===== src/ldsw_pkg.sv =====
// Shared types, register indexes, reset values and the glyph table for the
// two-wire LED digit writer. No dependencies.
`default_nettype none

package ldsw_pkg;

  // Configuration register indexes
  localparam int unsigned CfgAddrW = 2;
  localparam logic [CfgAddrW-1:0] REG_DATA_CMD = 2'd0;
  localparam logic [CfgAddrW-1:0] REG_ADDR_CMD = 2'd1;
  localparam logic [CfgAddrW-1:0] REG_DISP_CTL = 2'd2;

  // Register reset values
  localparam logic [7:0] DATA_CMD_RST = 8'h40;
  localparam logic [7:0] ADDR_CMD_RST = 8'hC0;
  localparam logic [7:0] DISP_CTL_RST = 8'h8F;

  // Colon segment sits in bit 7 of the second digit
  localparam logic [7:0] COLON_MASK = 8'h80;

  // Byte numbers within a frame
  localparam logic [2:0] BYTE_DATA_CMD  = 3'd0;
  localparam logic [2:0] BYTE_ADDR_CMD  = 3'd1;
  localparam logic [2:0] BYTE_DIGIT0    = 3'd2;
  localparam logic [2:0] BYTE_DIGIT1    = 3'd3;
  localparam logic [2:0] BYTE_DIGIT2    = 3'd4;
  localparam logic [2:0] BYTE_DIGIT3    = 3'd5;
  localparam logic [2:0] BYTE_DISP_CTL  = 3'd6;
  localparam logic [2:0] BYTE_END       = 3'd7;
  localparam logic [2:0] LAST_BIT       = 3'd7;

  // Pin-phase sequencer states
  typedef enum logic [7:0] {
    PH_START  = 8'b0000_0001,
    PH_BITLO  = 8'b0000_0010,
    PH_BITHI  = 8'b0000_0100,
    PH_ACKLO  = 8'b0000_1000,
    PH_ACKSMP = 8'b0001_0000,
    PH_STOP0  = 8'b0010_0000,
    PH_STOP1  = 8'b0100_0000,
    PH_STOP2  = 8'b1000_0000
  } phase_t;

  // One input transaction
  typedef struct packed {
    logic       start_frame;
    logic [7:0] hours_bcd;
    logic [7:0] minutes_bcd;
    logic       colon_on;
    logic       dio_sample;
  } in_item_t;

  // Input register contents handed to the sequencer
  typedef struct packed {
    logic     valid;
    in_item_t item;
  } stage_t;

  // Configuration register file contents
  typedef struct packed {
    logic [7:0] data_command;
    logic [7:0] address_command;
    logic [7:0] display_control;
  } cfg_regs_t;

  // Seven-segment glyph, blank for nibbles above nine
  function automatic logic [7:0] glyph(input logic [3:0] nib);
    logic [7:0] g;
    unique case (nib)
      4'd0:    g = 8'h3f;
      4'd1:    g = 8'h06;
      4'd2:    g = 8'h5b;
      4'd3:    g = 8'h4f;
      4'd4:    g = 8'h66;
      4'd5:    g = 8'h6d;
      4'd6:    g = 8'h7d;
      4'd7:    g = 8'h07;
      4'd8:    g = 8'h7f;
      4'd9:    g = 8'h6f;
      default: g = 8'h00;
    endcase
    return g;
  endfunction

endpackage

`default_nettype wire


===== src/ldsw_ifs.sv =====
// Channel interfaces of the LED digit writer: input, result and config write.
// Depends on ldsw_pkg for the register index width.
`default_nettype none

// Input channel: one pin-phase tick per transaction
interface ldsw_in_if;
  logic       valid;
  logic       ready;
  logic       start_frame;
  logic [7:0] hours_bcd;
  logic [7:0] minutes_bcd;
  logic       colon_on;
  logic       dio_sample;

  modport source (output valid, start_frame, hours_bcd, minutes_bcd, colon_on, dio_sample,
                  input ready);
  modport sink   (input valid, start_frame, hours_bcd, minutes_bcd, colon_on, dio_sample,
                  output ready);
endinterface

// Result channel: pin levels and status after each tick
interface ldsw_out_if;
  logic valid;
  logic ready;
  logic clk_level;
  logic dio_level;
  logic busy_res;
  logic frame_done;
  logic nack_error;

  modport source (output valid, clk_level, dio_level, busy_res, frame_done, nack_error,
                  input ready);
  modport sink   (input valid, clk_level, dio_level, busy_res, frame_done, nack_error,
                  output ready);
endinterface

// Configuration write channel
interface ldsw_cfg_if;
  logic                          valid;
  logic                          ready;
  logic [ldsw_pkg::CfgAddrW-1:0] addr;
  logic [7:0]                    data;

  modport source (output valid, addr, data, input ready);
  modport sink   (input valid, addr, data, output ready);
endinterface

`default_nettype wire


===== src/ldsw_cfg_regs.sv =====
// Configuration register file: data command, address command, display control.
// Depends on ldsw_pkg and ldsw_cfg_if.
`default_nettype none

module ldsw_cfg_regs (
  input  wire logic          clk,
  input  wire logic          rst_n,
  ldsw_cfg_if.sink           cfg,
  output ldsw_pkg::cfg_regs_t regs
);

  ldsw_pkg::cfg_regs_t regs_r;
  ldsw_pkg::cfg_regs_t regs_nxt;

  // Writes are always taken; unknown indexes are dropped
  assign cfg.ready = 1'b1;

  always_comb begin
    regs_nxt = regs_r;
    if (cfg.valid) begin
      unique case (cfg.addr)
        ldsw_pkg::REG_DATA_CMD: regs_nxt.data_command    = cfg.data;
        ldsw_pkg::REG_ADDR_CMD: regs_nxt.address_command = cfg.data;
        ldsw_pkg::REG_DISP_CTL: regs_nxt.display_control = cfg.data;
        default:                regs_nxt = regs_r;
      endcase
    end
  end

  always_ff @(posedge clk) begin
    if (!rst_n) begin
      regs_r.data_command    <= ldsw_pkg::DATA_CMD_RST;
      regs_r.address_command <= ldsw_pkg::ADDR_CMD_RST;
      regs_r.display_control <= ldsw_pkg::DISP_CTL_RST;
    end else begin
      regs_r <= regs_nxt;
    end
  end

  assign regs = regs_r;

endmodule

`default_nettype wire


===== src/ldsw_in_stage.sv =====
// Input register of the writer: holds one accepted tick until the sequencer
// takes it. Depends on ldsw_pkg and ldsw_in_if.
`default_nettype none

module ldsw_in_stage (
  input  wire logic      clk,
  input  wire logic      rst_n,
  ldsw_in_if.sink        in_ch,
  input  wire logic      advance,
  output ldsw_pkg::stage_t stage
);

  logic               valid_r;
  logic               valid_nxt;
  ldsw_pkg::in_item_t item_r;
  logic               take;

  // Room when empty or when the held tick moves on this cycle
  assign in_ch.ready = !valid_r || advance;
  assign take        = in_ch.valid && in_ch.ready;

  always_comb begin
    valid_nxt = valid_r;
    if (take) begin
      valid_nxt = 1'b1;
    end else if (advance) begin
      valid_nxt = 1'b0;
    end
  end

  always_ff @(posedge clk) begin
    if (!rst_n) begin
      valid_r <= 1'b0;
    end else begin
      valid_r <= valid_nxt;
    end
  end

  // Payload capture
  always_ff @(posedge clk) begin
    if (take) begin
      item_r.start_frame <= in_ch.start_frame;
      item_r.hours_bcd   <= in_ch.hours_bcd;
      item_r.minutes_bcd <= in_ch.minutes_bcd;
      item_r.colon_on    <= in_ch.colon_on;
      item_r.dio_sample  <= in_ch.dio_sample;
    end
  end

  assign stage.valid = valid_r;
  assign stage.item  = item_r;

endmodule

`default_nettype wire


===== src/ldsw_frame_seq.sv =====
// Frame sequencer: pin-phase state machine, digit store and result register.
// Depends on ldsw_pkg and ldsw_out_if.
`default_nettype none

module ldsw_frame_seq (
  input  wire logic                clk,
  input  wire logic                rst_n,
  input  wire ldsw_pkg::stage_t    stage,
  input  wire ldsw_pkg::cfg_regs_t regs,
  output logic                     advance,
  ldsw_out_if.source               out_ch
);

  ldsw_pkg::phase_t phase_r, phase_nxt;
  logic [2:0] byte_number_r, byte_number_nxt;
  logic [2:0] bit_number_r, bit_number_nxt;
  logic [7:0] shift_byte_r, shift_byte_nxt;
  logic       clk_pin_r, clk_pin_nxt;
  logic       dio_pin_r, dio_pin_nxt;
  logic       frame_active_r, frame_active_nxt;
  logic [7:0] segment_latch_r [4];

  logic       out_valid_r, out_valid_nxt;
  logic       out_clk_r, out_dio_r, out_busy_r, out_done_r, out_nack_r;

  logic       fire;
  logic       load_digits;
  logic       done, nack;
  logic [2:0] sel_byte;
  logic [1:0] seg_idx;
  logic [7:0] sel_value;
  logic       ack;

  // Move a tick forward when the result register is free or being drained
  assign advance = !out_valid_r || out_ch.ready;
  assign fire    = stage.valid && advance;
  assign ack     = stage.item.dio_sample;

  assign load_digits = fire && !frame_active_r && stage.item.start_frame;

  // Byte source for the next transfer
  assign sel_byte = (phase_r == ldsw_pkg::PH_ACKSMP) ? byte_number_r + 3'd1 : byte_number_r;
  assign seg_idx  = sel_byte[1:0] + 2'd2;

  always_comb begin
    unique case (sel_byte)
      ldsw_pkg::BYTE_DATA_CMD:  sel_value = regs.data_command;
      ldsw_pkg::BYTE_ADDR_CMD:  sel_value = regs.address_command;
      ldsw_pkg::BYTE_DIGIT0,
      ldsw_pkg::BYTE_DIGIT1,
      ldsw_pkg::BYTE_DIGIT2,
      ldsw_pkg::BYTE_DIGIT3:    sel_value = segment_latch_r[seg_idx];
      ldsw_pkg::BYTE_DISP_CTL:  sel_value = regs.display_control;
      default:                  sel_value = 8'h00;
    endcase
  end

  // Next pin phase
  always_comb begin
    phase_nxt        = phase_r;
    byte_number_nxt  = byte_number_r;
    bit_number_nxt   = bit_number_r;
    shift_byte_nxt   = shift_byte_r;
    clk_pin_nxt      = clk_pin_r;
    dio_pin_nxt      = dio_pin_r;
    frame_active_nxt = frame_active_r;
    done             = 1'b0;
    nack             = 1'b0;

    if (!frame_active_r) begin
      if (stage.item.start_frame) begin
        frame_active_nxt = 1'b1;
        byte_number_nxt  = ldsw_pkg::BYTE_DATA_CMD;
        bit_number_nxt   = 3'd0;
        shift_byte_nxt   = regs.data_command;
        clk_pin_nxt      = 1'b1;
        dio_pin_nxt      = 1'b0;
        phase_nxt        = ldsw_pkg::PH_BITLO;
      end
    end else begin
      unique case (phase_r)
        ldsw_pkg::PH_START: begin
          dio_pin_nxt    = 1'b0;
          bit_number_nxt = 3'd0;
          shift_byte_nxt = sel_value;
          phase_nxt      = ldsw_pkg::PH_BITLO;
        end
        ldsw_pkg::PH_BITLO: begin
          clk_pin_nxt = 1'b0;
          dio_pin_nxt = shift_byte_r[0];
          phase_nxt   = ldsw_pkg::PH_BITHI;
        end
        ldsw_pkg::PH_BITHI: begin
          clk_pin_nxt    = 1'b1;
          shift_byte_nxt = {1'b0, shift_byte_r[7:1]};
          if (bit_number_r == ldsw_pkg::LAST_BIT) begin
            bit_number_nxt = 3'd0;
            phase_nxt      = ldsw_pkg::PH_ACKLO;
          end else begin
            bit_number_nxt = bit_number_r + 3'd1;
            phase_nxt      = ldsw_pkg::PH_BITLO;
          end
        end
        ldsw_pkg::PH_ACKLO: begin
          clk_pin_nxt = 1'b0;
          dio_pin_nxt = 1'b1;
          phase_nxt   = ldsw_pkg::PH_ACKSMP;
        end
        ldsw_pkg::PH_ACKSMP: begin
          clk_pin_nxt = 1'b1;
          if (ack) begin
            // Device did not acknowledge: release both lines and abort
            dio_pin_nxt      = 1'b1;
            frame_active_nxt = 1'b0;
            phase_nxt        = ldsw_pkg::PH_START;
            byte_number_nxt  = 3'd0;
            bit_number_nxt   = 3'd0;
            nack             = 1'b1;
          end else begin
            byte_number_nxt = byte_number_r + 3'd1;
            // Address command and first three digits run on; other bytes end in a stop
            if (byte_number_r == ldsw_pkg::BYTE_DATA_CMD ||
                byte_number_r >= ldsw_pkg::BYTE_DIGIT3) begin
              phase_nxt = ldsw_pkg::PH_STOP0;
            end else begin
              shift_byte_nxt = sel_value;
              bit_number_nxt = 3'd0;
              phase_nxt      = ldsw_pkg::PH_BITLO;
            end
          end
        end
        ldsw_pkg::PH_STOP0: begin
          clk_pin_nxt = 1'b0;
          dio_pin_nxt = 1'b0;
          phase_nxt   = ldsw_pkg::PH_STOP1;
        end
        ldsw_pkg::PH_STOP1: begin
          clk_pin_nxt = 1'b1;
          phase_nxt   = ldsw_pkg::PH_STOP2;
        end
        ldsw_pkg::PH_STOP2: begin
          dio_pin_nxt = 1'b1;
          phase_nxt   = ldsw_pkg::PH_START;
          if (byte_number_r == ldsw_pkg::BYTE_END) begin
            frame_active_nxt = 1'b0;
            byte_number_nxt  = 3'd0;
            done             = 1'b1;
          end
        end
        default: begin
          phase_nxt = ldsw_pkg::PH_START;
        end
      endcase
    end
  end

  // Sequencer state
  always_ff @(posedge clk) begin
    if (!rst_n) begin
      phase_r        <= ldsw_pkg::PH_START;
      byte_number_r  <= 3'd0;
      bit_number_r   <= 3'd0;
      shift_byte_r   <= 8'h00;
      clk_pin_r      <= 1'b1;
      dio_pin_r      <= 1'b1;
      frame_active_r <= 1'b0;
    end else if (fire) begin
      phase_r        <= phase_nxt;
      byte_number_r  <= byte_number_nxt;
      bit_number_r   <= bit_number_nxt;
      shift_byte_r   <= shift_byte_nxt;
      clk_pin_r      <= clk_pin_nxt;
      dio_pin_r      <= dio_pin_nxt;
      frame_active_r <= frame_active_nxt;
    end
  end

  // Digit glyphs latched at frame start
  always_ff @(posedge clk) begin
    if (load_digits) begin
      segment_latch_r[0] <= ldsw_pkg::glyph(stage.item.hours_bcd[7:4]);
      segment_latch_r[1] <= ldsw_pkg::glyph(stage.item.hours_bcd[3:0]) |
                            (stage.item.colon_on ? ldsw_pkg::COLON_MASK : 8'h00);
      segment_latch_r[2] <= ldsw_pkg::glyph(stage.item.minutes_bcd[7:4]);
      segment_latch_r[3] <= ldsw_pkg::glyph(stage.item.minutes_bcd[3:0]);
    end
  end

  // Result register
  always_comb begin
    out_valid_nxt = out_valid_r;
    if (fire) begin
      out_valid_nxt = 1'b1;
    end else if (out_ch.ready) begin
      out_valid_nxt = 1'b0;
    end
  end

  always_ff @(posedge clk) begin
    if (!rst_n) begin
      out_valid_r <= 1'b0;
    end else begin
      out_valid_r <= out_valid_nxt;
    end
  end

  always_ff @(posedge clk) begin
    if (fire) begin
      out_clk_r  <= clk_pin_nxt;
      out_dio_r  <= dio_pin_nxt;
      out_busy_r <= frame_active_nxt;
      out_done_r <= done;
      out_nack_r <= nack;
    end
  end

  assign out_ch.valid      = out_valid_r;
  assign out_ch.clk_level  = out_clk_r;
  assign out_ch.dio_level  = out_dio_r;
  assign out_ch.busy_res   = out_busy_r;
  assign out_ch.frame_done = out_done_r;
  assign out_ch.nack_error = out_nack_r;

`ifndef ASSERT_OFF
  // An idle sequencer always waits in the start phase
  a_idle_phase: assert property (@(posedge clk) disable iff (!rst_n)
    !frame_active_r |-> phase_r == ldsw_pkg::PH_START)
    else $error("idle sequencer not in start phase");

  // An abort result releases both lines and shows the block idle
  a_nack_release: assert property (@(posedge clk) disable iff (!rst_n)
    out_valid_r && out_nack_r |-> !out_busy_r && out_clk_r && out_dio_r)
    else $error("abort result without released lines");

  // A finished frame ends idle with both lines high
  a_done_idle: assert property (@(posedge clk) disable iff (!rst_n)
    out_valid_r && out_done_r |-> !out_busy_r && out_clk_r && out_dio_r && !out_nack_r)
    else $error("frame done with bad line state");

  // Bit counting only happens inside a byte transfer
  a_bit_count: assert property (@(posedge clk) disable iff (!rst_n)
    bit_number_r != 3'd0 |->
      phase_r == ldsw_pkg::PH_BITLO || phase_r == ldsw_pkg::PH_BITHI)
    else $error("bit counter active outside a byte");

  // The end marker is only reached during the final stop
  a_end_in_stop: assert property (@(posedge clk) disable iff (!rst_n)
    byte_number_r == ldsw_pkg::BYTE_END |->
      phase_r == ldsw_pkg::PH_STOP0 || phase_r == ldsw_pkg::PH_STOP1 ||
      phase_r == ldsw_pkg::PH_STOP2)
    else $error("end marker outside final stop");
`endif

endmodule

`default_nettype wire


===== src/led_digit_serial_writer_unit.sv =====
// Top level of the two-wire LED digit writer.
// Depends on ldsw_pkg, the channel interfaces, ldsw_cfg_regs, ldsw_in_stage
// and ldsw_frame_seq.
//
//   Channel   Dir   Handshake        Payload
//   in_ch     in    valid / ready    start_frame, hours_bcd, minutes_bcd,
//                                    colon_on, dio_sample
//   out_ch    out   valid / ready    clk_level, dio_level, busy_res,
//                                    frame_done, nack_error
//   cfg_ch    in    valid / ready    addr (register index), data
//
// One tick per cycle sustained while the output is not stalled; each tick
// passes the input register, then the sequencer into the result register.
// Reset (rst_n low, synchronous) idles the sequencer with both lines high and
// loads the default command bytes. A stalled output holds the input register;
// one more tick is still accepted while a result waits. cfg_ch is always ready.
`default_nettype none

module led_digit_serial_writer_unit (
  input  wire logic   clk,
  input  wire logic   rst_n,
  ldsw_in_if.sink     in_ch,
  ldsw_out_if.source  out_ch,
  ldsw_cfg_if.sink    cfg_ch
);

  ldsw_pkg::cfg_regs_t regs;
  ldsw_pkg::stage_t    stage;
  logic                advance;

  ldsw_cfg_regs u_cfg (
    .clk   (clk),
    .rst_n (rst_n),
    .cfg   (cfg_ch),
    .regs  (regs)
  );

  ldsw_in_stage u_in (
    .clk     (clk),
    .rst_n   (rst_n),
    .in_ch   (in_ch),
    .advance (advance),
    .stage   (stage)
  );

  ldsw_frame_seq u_seq (
    .clk     (clk),
    .rst_n   (rst_n),
    .stage   (stage),
    .regs    (regs),
    .advance (advance),
    .out_ch  (out_ch)
  );

endmodule

`default_nettype wire


===== src/flat_wrapper.sv =====
// flat-port wrapper written by rule: the top's interface ports become plain ports
module led_digit_serial_writer_unit_flat 
  (clk, rst_n, in_ch_valid, in_ch_start_frame, in_ch_hours_bcd, in_ch_minutes_bcd, in_ch_colon_on, in_ch_dio_sample, in_ch_ready, out_ch_valid, out_ch_clk_level, out_ch_dio_level, out_ch_busy_res, out_ch_frame_done, out_ch_nack_error, out_ch_ready, cfg_ch_valid, cfg_ch_addr, cfg_ch_data, cfg_ch_ready);
  ldsw_in_if in_ch_i ();
  ldsw_out_if out_ch_i ();
  ldsw_cfg_if cfg_ch_i ();
  input  wire logic clk;
  input  wire logic rst_n;
  input wire logic [$bits(in_ch_i.valid)-1:0] in_ch_valid;
  input wire logic [$bits(in_ch_i.start_frame)-1:0] in_ch_start_frame;
  input wire logic [$bits(in_ch_i.hours_bcd)-1:0] in_ch_hours_bcd;
  input wire logic [$bits(in_ch_i.minutes_bcd)-1:0] in_ch_minutes_bcd;
  input wire logic [$bits(in_ch_i.colon_on)-1:0] in_ch_colon_on;
  input wire logic [$bits(in_ch_i.dio_sample)-1:0] in_ch_dio_sample;
  output wire logic [$bits(in_ch_i.ready)-1:0] in_ch_ready;
  output wire logic [$bits(out_ch_i.valid)-1:0] out_ch_valid;
  output wire logic [$bits(out_ch_i.clk_level)-1:0] out_ch_clk_level;
  output wire logic [$bits(out_ch_i.dio_level)-1:0] out_ch_dio_level;
  output wire logic [$bits(out_ch_i.busy_res)-1:0] out_ch_busy_res;
  output wire logic [$bits(out_ch_i.frame_done)-1:0] out_ch_frame_done;
  output wire logic [$bits(out_ch_i.nack_error)-1:0] out_ch_nack_error;
  input wire logic [$bits(out_ch_i.ready)-1:0] out_ch_ready;
  input wire logic [$bits(cfg_ch_i.valid)-1:0] cfg_ch_valid;
  input wire logic [$bits(cfg_ch_i.addr)-1:0] cfg_ch_addr;
  input wire logic [$bits(cfg_ch_i.data)-1:0] cfg_ch_data;
  output wire logic [$bits(cfg_ch_i.ready)-1:0] cfg_ch_ready;
  assign in_ch_i.valid = in_ch_valid;
  assign in_ch_i.start_frame = in_ch_start_frame;
  assign in_ch_i.hours_bcd = in_ch_hours_bcd;
  assign in_ch_i.minutes_bcd = in_ch_minutes_bcd;
  assign in_ch_i.colon_on = in_ch_colon_on;
  assign in_ch_i.dio_sample = in_ch_dio_sample;
  assign in_ch_ready = in_ch_i.ready;
  assign out_ch_valid = out_ch_i.valid;
  assign out_ch_clk_level = out_ch_i.clk_level;
  assign out_ch_dio_level = out_ch_i.dio_level;
  assign out_ch_busy_res = out_ch_i.busy_res;
  assign out_ch_frame_done = out_ch_i.frame_done;
  assign out_ch_nack_error = out_ch_i.nack_error;
  assign out_ch_i.ready = out_ch_ready;
  assign cfg_ch_i.valid = cfg_ch_valid;
  assign cfg_ch_i.addr = cfg_ch_addr;
  assign cfg_ch_i.data = cfg_ch_data;
  assign cfg_ch_ready = cfg_ch_i.ready;
  led_digit_serial_writer_unit u_core (.clk(clk), .rst_n(rst_n), .in_ch(in_ch_i), .out_ch(out_ch_i), .cfg_ch(cfg_ch_i));
endmodule

===== config.mk =====
export PLATFORM = sky130hd
export DESIGN_NAME = led_digit_serial_writer_unit_flat
export DESIGN_NICKNAME = d
export VERILOG_FILES = /design/src/ldsw_pkg.sv /design/src/ldsw_ifs.sv /design/src/ldsw_cfg_regs.sv /design/src/ldsw_in_stage.sv /design/src/ldsw_frame_seq.sv /design/src/led_digit_serial_writer_unit.sv /design/src/flat_wrapper.sv
export SDC_FILE = /design/constraint.sdc
export NUM_CORES = 1
export LEC_CHECK = 0
export BUFFER_PORTS_ARGS = -buffer_cell sky130_fd_sc_hd__buf_2
export CAP_MARGIN = 20
export CORE_UTILIZATION = 49
export DETAILED_ROUTE_END_ITERATION = 8
export PLACE_DENSITY = 0.67
export SLEW_MARGIN = 10
export SYNTH_ARGS = -nofsm -noshare
export SYNTH_HDL_FRONTEND = slang
export SYNTH_SLANG_ARGS = --single-unit

===== constraint.sdc =====
create_clock -name clk -period 7.5 [get_ports clk]
set_input_delay 1.5 -clock clk [delete_from_list [all_inputs] [get_ports clk]]
set_output_delay 1.5 -clock clk [all_outputs]
set_load 0.02 [all_outputs]

==> metrics.cfg, run 1 <==
[synthesis]
yosysWarnings = 0
ys.flop_type = dfxtp_1
synth_compound_area_share_pct = 14.73
syn_avg_cell_area_um2 = 10.03
synth_edf_count = 53
syn_area_um2 = 6820
yosys.area_share.simple_pct = 15.45
syn_nets = 744
ys_seq_area_share_pct = 46.52
muxShareOfSynthArea_pct = 12.75
syn_inst = 680
synth-seq-cells = 132
yosysUniqueCellTypes = 64
synth-xor-area-share_pct = 0.7705
synth_top_family_by_area = simple AND/OR/NAND/NOR gates
synth-async-reset-ratio_pct = 0
synthAdderAreaFrac_pct = 5.504

[clocking]
cts_setup_buffers = 0
cts_buffers = 17
path_clk_slew_ns = 0.06
worstSkewPairLatency_ns = 0.43
cts_root_buf = clkbuf_16
cts_tree = built
holdBufCountCts = 0
htree_levels = 4
cts_resized = 0
cts_buffer_depth = 2
clock-sinks = 132

[placement]
hpwl_um = 11240
placement.io_buffers = 40
place_area_um2 = 7104
gp_congestion = 0.9379

[routing]
final_antenna_net_count = 0
vias = 5257
wire_per_inst_um = 18.33
firstDrtPassIters = 7
drt_iter0_drc = 506
wirelength_um = 16330
via_per_inst = 5.900
drc_errors = 0

[global_route]
grt-ovfl-total = 0
antenna_found_initial = 0
grt_pass1_vias = 4989
track_usage_pct = 23.50
grt_max_degree = 40
grt_pass1_wl_um = 26160

[power]
power.total_uw = 1796
vdd_drop_max_v = 0.0001839
p_leak_uw = 0.003050
powerDensity_nw_per_um2 = 233.3

[timing]
worst_slew_pin_slew_ns = 1.027
hold_viol = 0
slew_violations = 0
final.period_utilization_pct = 47.22
slew_headroom_pct = 31.46
finalSetupViolCount = 0
max_freq_ghz = 0.2824
skew_ns = 0.007097
rsz0062_at_grt = false
period_minus_slack_ns = 3.541
setup_tns_ns = 0

[cells_and_area]
area_delta_synth_final_pct = 12.88
fin_nets = 766
drive_above_1_share_pct = 16.78
layout_common_cells = nand2_1 (80), dfxtp_1 (79), mux2i_1 (55)
final_common_cell = nand2_1
fin_util_pct = 57.45
final_design_area_no_fill_um2 = 7699
antenna_cells = 0

[critical_path]
end_kind = flop
critPathMaxFanout = 20
crit_path_start_kind = input port
crit_type = input port to flop
worstPathArrival_ns = 3.86
crit_required_ns = 7.82

[floorplan]
die_h_um = 120.0
core_um2 = 13400
dieArea_um2 = 14400
rows = 42
ios = 42
start_util_pct = 50.90
die_w_um = 120.0

[outcome]
run_status = finished, final reports clean

[run]
cap_violations = 0

[hold_path]
hp-class = flop to flop

critical path, cell delays in order:
cell,delay [ns]
buf_2,0.10
nand3b_1,0.18
nand2_1,0.73
mux2i_1,0.69
inv_1,0.22
ha_1,0.24
a22o_1,0.19
cells by family (layout without fill, tap and decap cells):
group | count (synthesis) | after routing
adders and majority gates | 30 | 30
DFF | 132 | 132
AOI/OAI and AO/OA | 151 | 151
other | 1 | 1
and+or+nand+nor | 210 | 210
muxes | 81 | 81
xor gates and xnor gates | 6 | 6
buffers and inverters | 69 | 104
report_power, final:
| part | switching (uW) | leakage, uW | internal, uW |
|---|---|---|---|
| Sequential | 22.9 | 0.00115 | 797 |
| Clock | 341 | 0.000293 | 484 |
| Combinational | 89.6 | 0.00161 | 61.2 |
through the flow:
| stage | setup slack, ns | instances | hold WS [ns] |
|---|---|---|---|
| after floorplan | 3.860 | 680 | 0.3855 |
| after global placement | 3.675 | 858 | 0.3902 |
| after detailed placement | 3.509 | 858 | 0.3887 |
| after CTS | 3.971 | 890 | 0.4028 |
| after global routing | 3.696 | 891 | 0.4065 |
| final | 3.959 | 891 | 0.4033 |
worst paths after layout:
path / from / to / slack, ns / cells past startpoint
min reg2reg: flop / u_core.u_seq.segment_latch_r[2][0] / 0.40 / 0
max reg2reg: u_core.u_seq.byte_number_r[1] / u_core.u_seq.shift_byte_r[2] / 4.06 / 6
max: out_ch_ready / flop / 3.96 / 7
min: flop / u_core.u_seq.segment_latch_r[2][0] / 0.40 / 0
Yosys cell counts (16+ instances only):
library cell  number  area share (%)
nand2_1           80             4.4
a21oi_1           35             2.6
mux2i_1           55             8.1
ha_1              30             5.5
inv_1             21             1.2
edfxtp_1          53              23
o21ai_0           26             1.9
o22ai_1           16             1.5
nor2_1            41             2.3
clkbuf_1          31             1.7
mux2_2            19             3.1
dfxtp_1           79              23
final cells by class:
cell class	instances	area (um^2)
repair buffers	48	257.7
flip-flops and latches	132	3173
multi-input cells	479	3368
fillers	1151	5702
well taps	176	220.2
clock buffers	18	450.4
clock inverters	14	138.9
inverters	24	90.09
metal layers:
| metal | up-vias | share of wire [%] | GRT usage [%] |
|---|---|---|---|
| met4 | 0 | 2.3 | 9.922 |
| met5 | - | 0 | 0 |
| met2 | 207 | 47 | 36.64 |
| li1 | 2541 | - | - |
| met1 | 2483 | 45 | 30.50 |
| met3 | 26 | 6.5 | 6.511 |
Note: power is estimated with default switching activity, not from simulation.
==> run 2, diff against run 1 <==
- PLACE_DENSITY: 0.67 -> 0.69
- clock period: 7.5 -> 3.2 ns (I/O delays scaled with it)
==> metrics.cfg, run 2 (synthesis gave the netlist of run 1 again) <==
[placement]
gp_congestion = 0.9142
placement.io_buffers = 40
dp.cells = 873
place_area_um2 = 7211
hpwl_um = 11530
place_ws_ns = 0.5395

[floorplan]
dieArea_um2 = 14400
rows = 42
ios = 42
die_h_um = 120.0
core_um2 = 13400
start_util_pct = 50.90
die_w_um = 120.0

[critical_path]
path_cells = clkinv_1, ha_1, buf_4, mux2_2, a22oi_1, o21ai_0, a211oi_1, o31ai_1
crit_required_ns = 3.49
reg2reg_depth = 8
critPathMaxFanout = 12
end_kind = flop
r2r_end = u_core.u_seq.shift_byte_r[6]
worstPathArrival_ns = 2.99
crit_type = flop to flop
cpPeakStageDelay_ns = 0.55
crit_slowest_cell = ha_1
crit_path_start_kind = flop
r2r_setup_slack_ns = 0.50
worstReg2RegStart = u_core.u_seq.byte_number_r[0]

[routing]
firstDrtPassIters = 5
final_antenna_net_count = 0
drc_errors = 0
drt_iter0_drc = 428
vias = 5308
wire_per_inst_um = 17.71
wirelength_um = 16030
via_per_inst = 5.865

[power]
p_leak_uw = 0.003135
vdd_drop_max_v = 0.0003733
powerDensity_nw_per_um2 = 552.8

[clocking]
cts_setup_buffers = 0
worstSkewPairLatency_ns = 0.42
holdBufCountCts = 0
clock-sinks = 132
cts_buffer_depth = 2
cts_resized = 0
path_clk_slew_ns = 0.06
cts_tree = built
cts_root_buf = clkbuf_16
htree_levels = 4
cts_buffers = 17

[hold_path]
hp-class = input port to flop
hold_end = u_core.u_in.stage[18]
hold_path_startpoint = in_ch_start_frame
hold_depth = 1

[timing]
period_minus_slack_ns = 2.700
setup_tns_ns = 0
finalSetupViolCount = 0
slew_violations = 0
hold_ws_ns = 0.3985
worst_slew_pin_slew_ns = 0.7734
setup_ws_ns = 0.4995
max_freq_ghz = 0.3703
final.period_utilization_pct = 84.39
rsz0062_at_grt = false
slew_headroom_pct = 48.38
skew_ns = 0.008117
hold_viol = 0

[global_route]
grt_max_degree = 36
grt-ovfl-total = 0
grt_pass1_vias = 5020
grt_pass1_wl_um = 26170
track_usage_pct = 23.50
antenna_found_initial = 0

[outcome]
run_status = finished, final reports clean

[cells_and_area]
area_delta_synth_final_pct = 15.06
layout_common_cells = nand2_1 (80), dfxtp_1 (79), mux2i_1 (55)
final_design_area_no_fill_um2 = 7848
final_common_cell = nand2_1
drive_above_1_share_pct = 17.97
final_cells = 905
antenna_cells = 0
nFillCells = 1147
fin_nets = 780

[run]
cap_violations = 0

-- run 2: power by group --
group | internal, uW | switching [uW]
clock network | 1300 | 744
logic | 153 | 211
registers | 1870 | 59.4
-- run 2: how the worst max path moves through the flow --
stage / startpoint / slack [ns] / cells after the start / to
detailed placement: u_core.u_seq.byte_number_r[0] / 0.54 / 8 / u_core.u_seq.shift_byte_r[6]
CTS: u_core.u_seq.byte_number_r[0] / 0.53 / 8 / u_core.u_seq.shift_byte_r[6]
finish: u_core.u_seq.byte_number_r[0] / 0.50 / 8 / u_core.u_seq.shift_byte_r[6]
floorplan: u_core.u_seq.byte_number_r[1] / 0.38 / 10 / u_core.u_seq.shift_byte_r[7]
global placement: u_core.u_seq.byte_number_r[0] / 0.62 / 8 / u_core.u_seq.shift_byte_r[6]
global route: u_core.u_seq.byte_number_r[0] / 0.30 / 8 / u_core.u_seq.shift_byte_r[6]
-- run 2: cell type report --
| class | instances | area [um^2] | area share [%] |
|---|---|---|---|
| repair buffers | 62 | 365.4 | 4.656 |
| clock inverters | 10 | 128.9 | 1.642 |
| flip-flops and latches | 132 | 3173 | 40.43 |
| multi-input cells | 479 | 3362 | 42.84 |
| well taps | 176 | 220.2 | 2.806 |
| clock buffers | 22 | 508.0 | 6.473 |
| inverters | 24 | 90.09 | 1.148 |
-- run 2: layer usage --
| metal | wire, um | share of wire, % | global-route usage (%) | up-vias |
|---|---|---|---|---|
| li1 | - | - | - | 2564 |
| met1 | 7225 | 45 | 30.78 | 2549 |
| met2 | 7665 | 48 | 37.93 | 171 |
| met3 | 856 | 5.3 | 5.133 | 24 |
| met4 | 284 | 1.8 | 8.672 | 0 |
| met5 | 0 | 0 | 0 | - |
-- run 2: critical path, delay by kind of cell, from the launching register on --
kind	cells	cell delay (ns)
buffers and inverters	2	0.56
DFF	1	0.49
muxes	1	0.35
AOI/OAI and AO/OA	4	0.62
adders and majority gates	1	0.55
-- run 2: per-stage QoR --
| stage | utilization [%] | power, uW |
|---|---|---|
| final | 58.56 | 4338 |
| after detailed placement | 53.81 | 2319 |
| after CTS | 58.56 | 4376 |
| after global routing | 58.56 | 4492 |
| after global placement | 53.81 | 2301 |
| after floorplan | - | 2192 |
==> run 3, diff against run 2 <==
- clock period: 3.2 -> 2.2 ns (I/O delays scaled with it)
==> metrics.cfg, run 3 (synthesis gave the netlist of run 1 again) <==
[critical_path]
worstPathArrival_ns = 2.40
crit_type = flop to flop
critPathMaxFanout = 13
critPathLaunch = u_core.u_seq.byte_number_r[0]
crit_path_start_kind = flop
path_cells = ha_1, ha_2, buf_6, and3_1, o21ai_0, a32oi_1, o2111ai_1, a221oi_2
reg2reg_depth = 8
crit_end = u_core.u_seq.shift_byte_r[7]
r2r_setup_slack_ns = 0.13
end_kind = flop
worstReg2RegStart = u_core.u_seq.byte_number_r[0]
crit_required_ns = 2.54
crit_slowest_cell = ha_2
r2r_end = u_core.u_seq.shift_byte_r[7]
cpPeakStageDelay_ns = 0.40

[floorplan]
ios = 42
start_util_pct = 50.90
die_h_um = 120.0
core_um2 = 13400
rows = 42
die_w_um = 120.0
dieArea_um2 = 14400

[placement]
gp_congestion = 0.8911
dp.cells = 909
hpwl_um = 12600
placement.io_buffers = 40

[timing]
setup_tns_ns = 0
slew_violations = 0
hold_viol = 0
rsz0062_at_grt = false
final.period_utilization_pct = 93.96
period_minus_slack_ns = 2.067
hold_ws_ns = 0.1899
skew_ns = 0.006374
slew_headroom_pct = 61.52
max_freq_ghz = 0.4837
worst_slew_pin_slew_ns = 0.5755
finalSetupViolCount = 0

[clocking]
cts_root_buf = clkbuf_16
cts_buffer_depth = 2
holdBufCountCts = 0
clock-sinks = 132
htree_levels = 4
cts_buffers = 17
worstSkewPairLatency_ns = 0.42
cts_tree = built
path_clk_slew_ns = 0.06

[hold_path]
hp-class = input port to flop
hold_depth = 1

[global_route]
grt_pass1_wl_um = 27470
grt_pass1_vias = 5238
track_usage_pct = 25.03
grt_max_degree = 36
antenna_found_initial = 0
grt-ovfl-total = 0

[routing]
wire_per_inst_um = 17.93
final_antenna_net_count = 0
drt_iter0_drc = 447
firstDrtPassIters = 5
drc_errors = 0
vias = 5390
wirelength_um = 16890
via_per_inst = 5.722

[outcome]
run_status = finished, final reports clean

[cells_and_area]
drive_above_1_share_pct = 23.37
final_cells = 942
layout_common_cells = nand2_1 (79), dfxtp_1 (77), buf_4 (56)
area_delta_synth_final_pct = 19.35
final_common_cell = nand2_1
fin_nets = 817
antenna_cells = 0

[power]
p_leak_uw = 0.003309
powerDensity_nw_per_um2 = 758.9
power.total_uw = 6178
vdd_drop_max_v = 0.0006113

[run]
cap_violations = 0

## run 3: cell count changes in the layout (fill, tap and decap cells not counted), moves of 3 or more
cell and delta:
buf_4 +34, mux2i_2 +3, mux2i_1 -3, clkbuf_16 -3
## run 3: through the flow
| stage | area [um^2] | util, % | worst slack [ns] |
|---|---|---|---|
| floorplan | 6894 | - | -0.07359 |
| global placement | 7537 | 56.25 | 0.1039 |
| detailed placement | 7537 | 56.25 | -0.01573 |
| CTS | 8135 | 60.71 | 0.03707 |
| global route | 8140 | 60.75 | 0.05293 |
| finish | 8140 | 60.75 | 0.1328 |
## run 3: area by class of cell
class / count / area [um^2]
multi-input combinational: 479 / 3395
inverter: 24 / 91.34
fill: 1115 / 5260
clock buffer: 18 / 439.2
tap: 176 / 220.2
timing repair buffer: 99 / 671.9
clock inverter: 14 / 147.6
sequential: 132 / 3176
## run 3: worst min path at each step
stage                 startpoint  slack [ns]                                  to
6_report        in_ch_dio_sample        0.19                u_core.u_in.stage[0]
5_1_grt        in_ch_start_frame        0.17               u_core.u_in.stage[18]
4_1_cts         in_ch_dio_sample        0.17                u_core.u_in.stage[0]
3_5_place_dp                flop        0.39  u_core.u_seq.segment_latch_r[0][0]
3_3_place_gp                flop        0.39  u_core.u_seq.segment_latch_r[0][3]
2_1_floorplan               flop        0.39  u_core.u_seq.segment_latch_r[0][0]
## run 3: metal layers
metal | vias up | GRT usage, % | wire (um)
met5 | - | 0 | 0
met4 | 0 | 9.688 | 371
met3 | 26 | 5.846 | 866
met2 | 164 | 39.30 | 7840
met1 | 2567 | 33.31 | 7812
li1 | 2633 | - | -
## run 3: where the power goes
part           internal, uW  total [uW]  switching, uW
Combinational           253         571            318
Sequential             2720        2800           78.6
Clock                  1710        2810           1100
## run 3: critical path, delay by kind of cell, from the launching register on
kind	cells	cell delay, ns
flip-flops	1	0.35
AND/OR/NAND/NOR	1	0.16
buffers and inverters	1	0.20
adder cells (fa/ha/maj)	2	0.61
AO/OA/AOI/OAI	4	0.66
## run 3: timing repair
item / in CTS / in global routing
buffers inserted: 1 / 0
pin swaps: 1 / 0
endpoints found under the setup margin: 5 / 8
gates resized for setup: 1 / 3
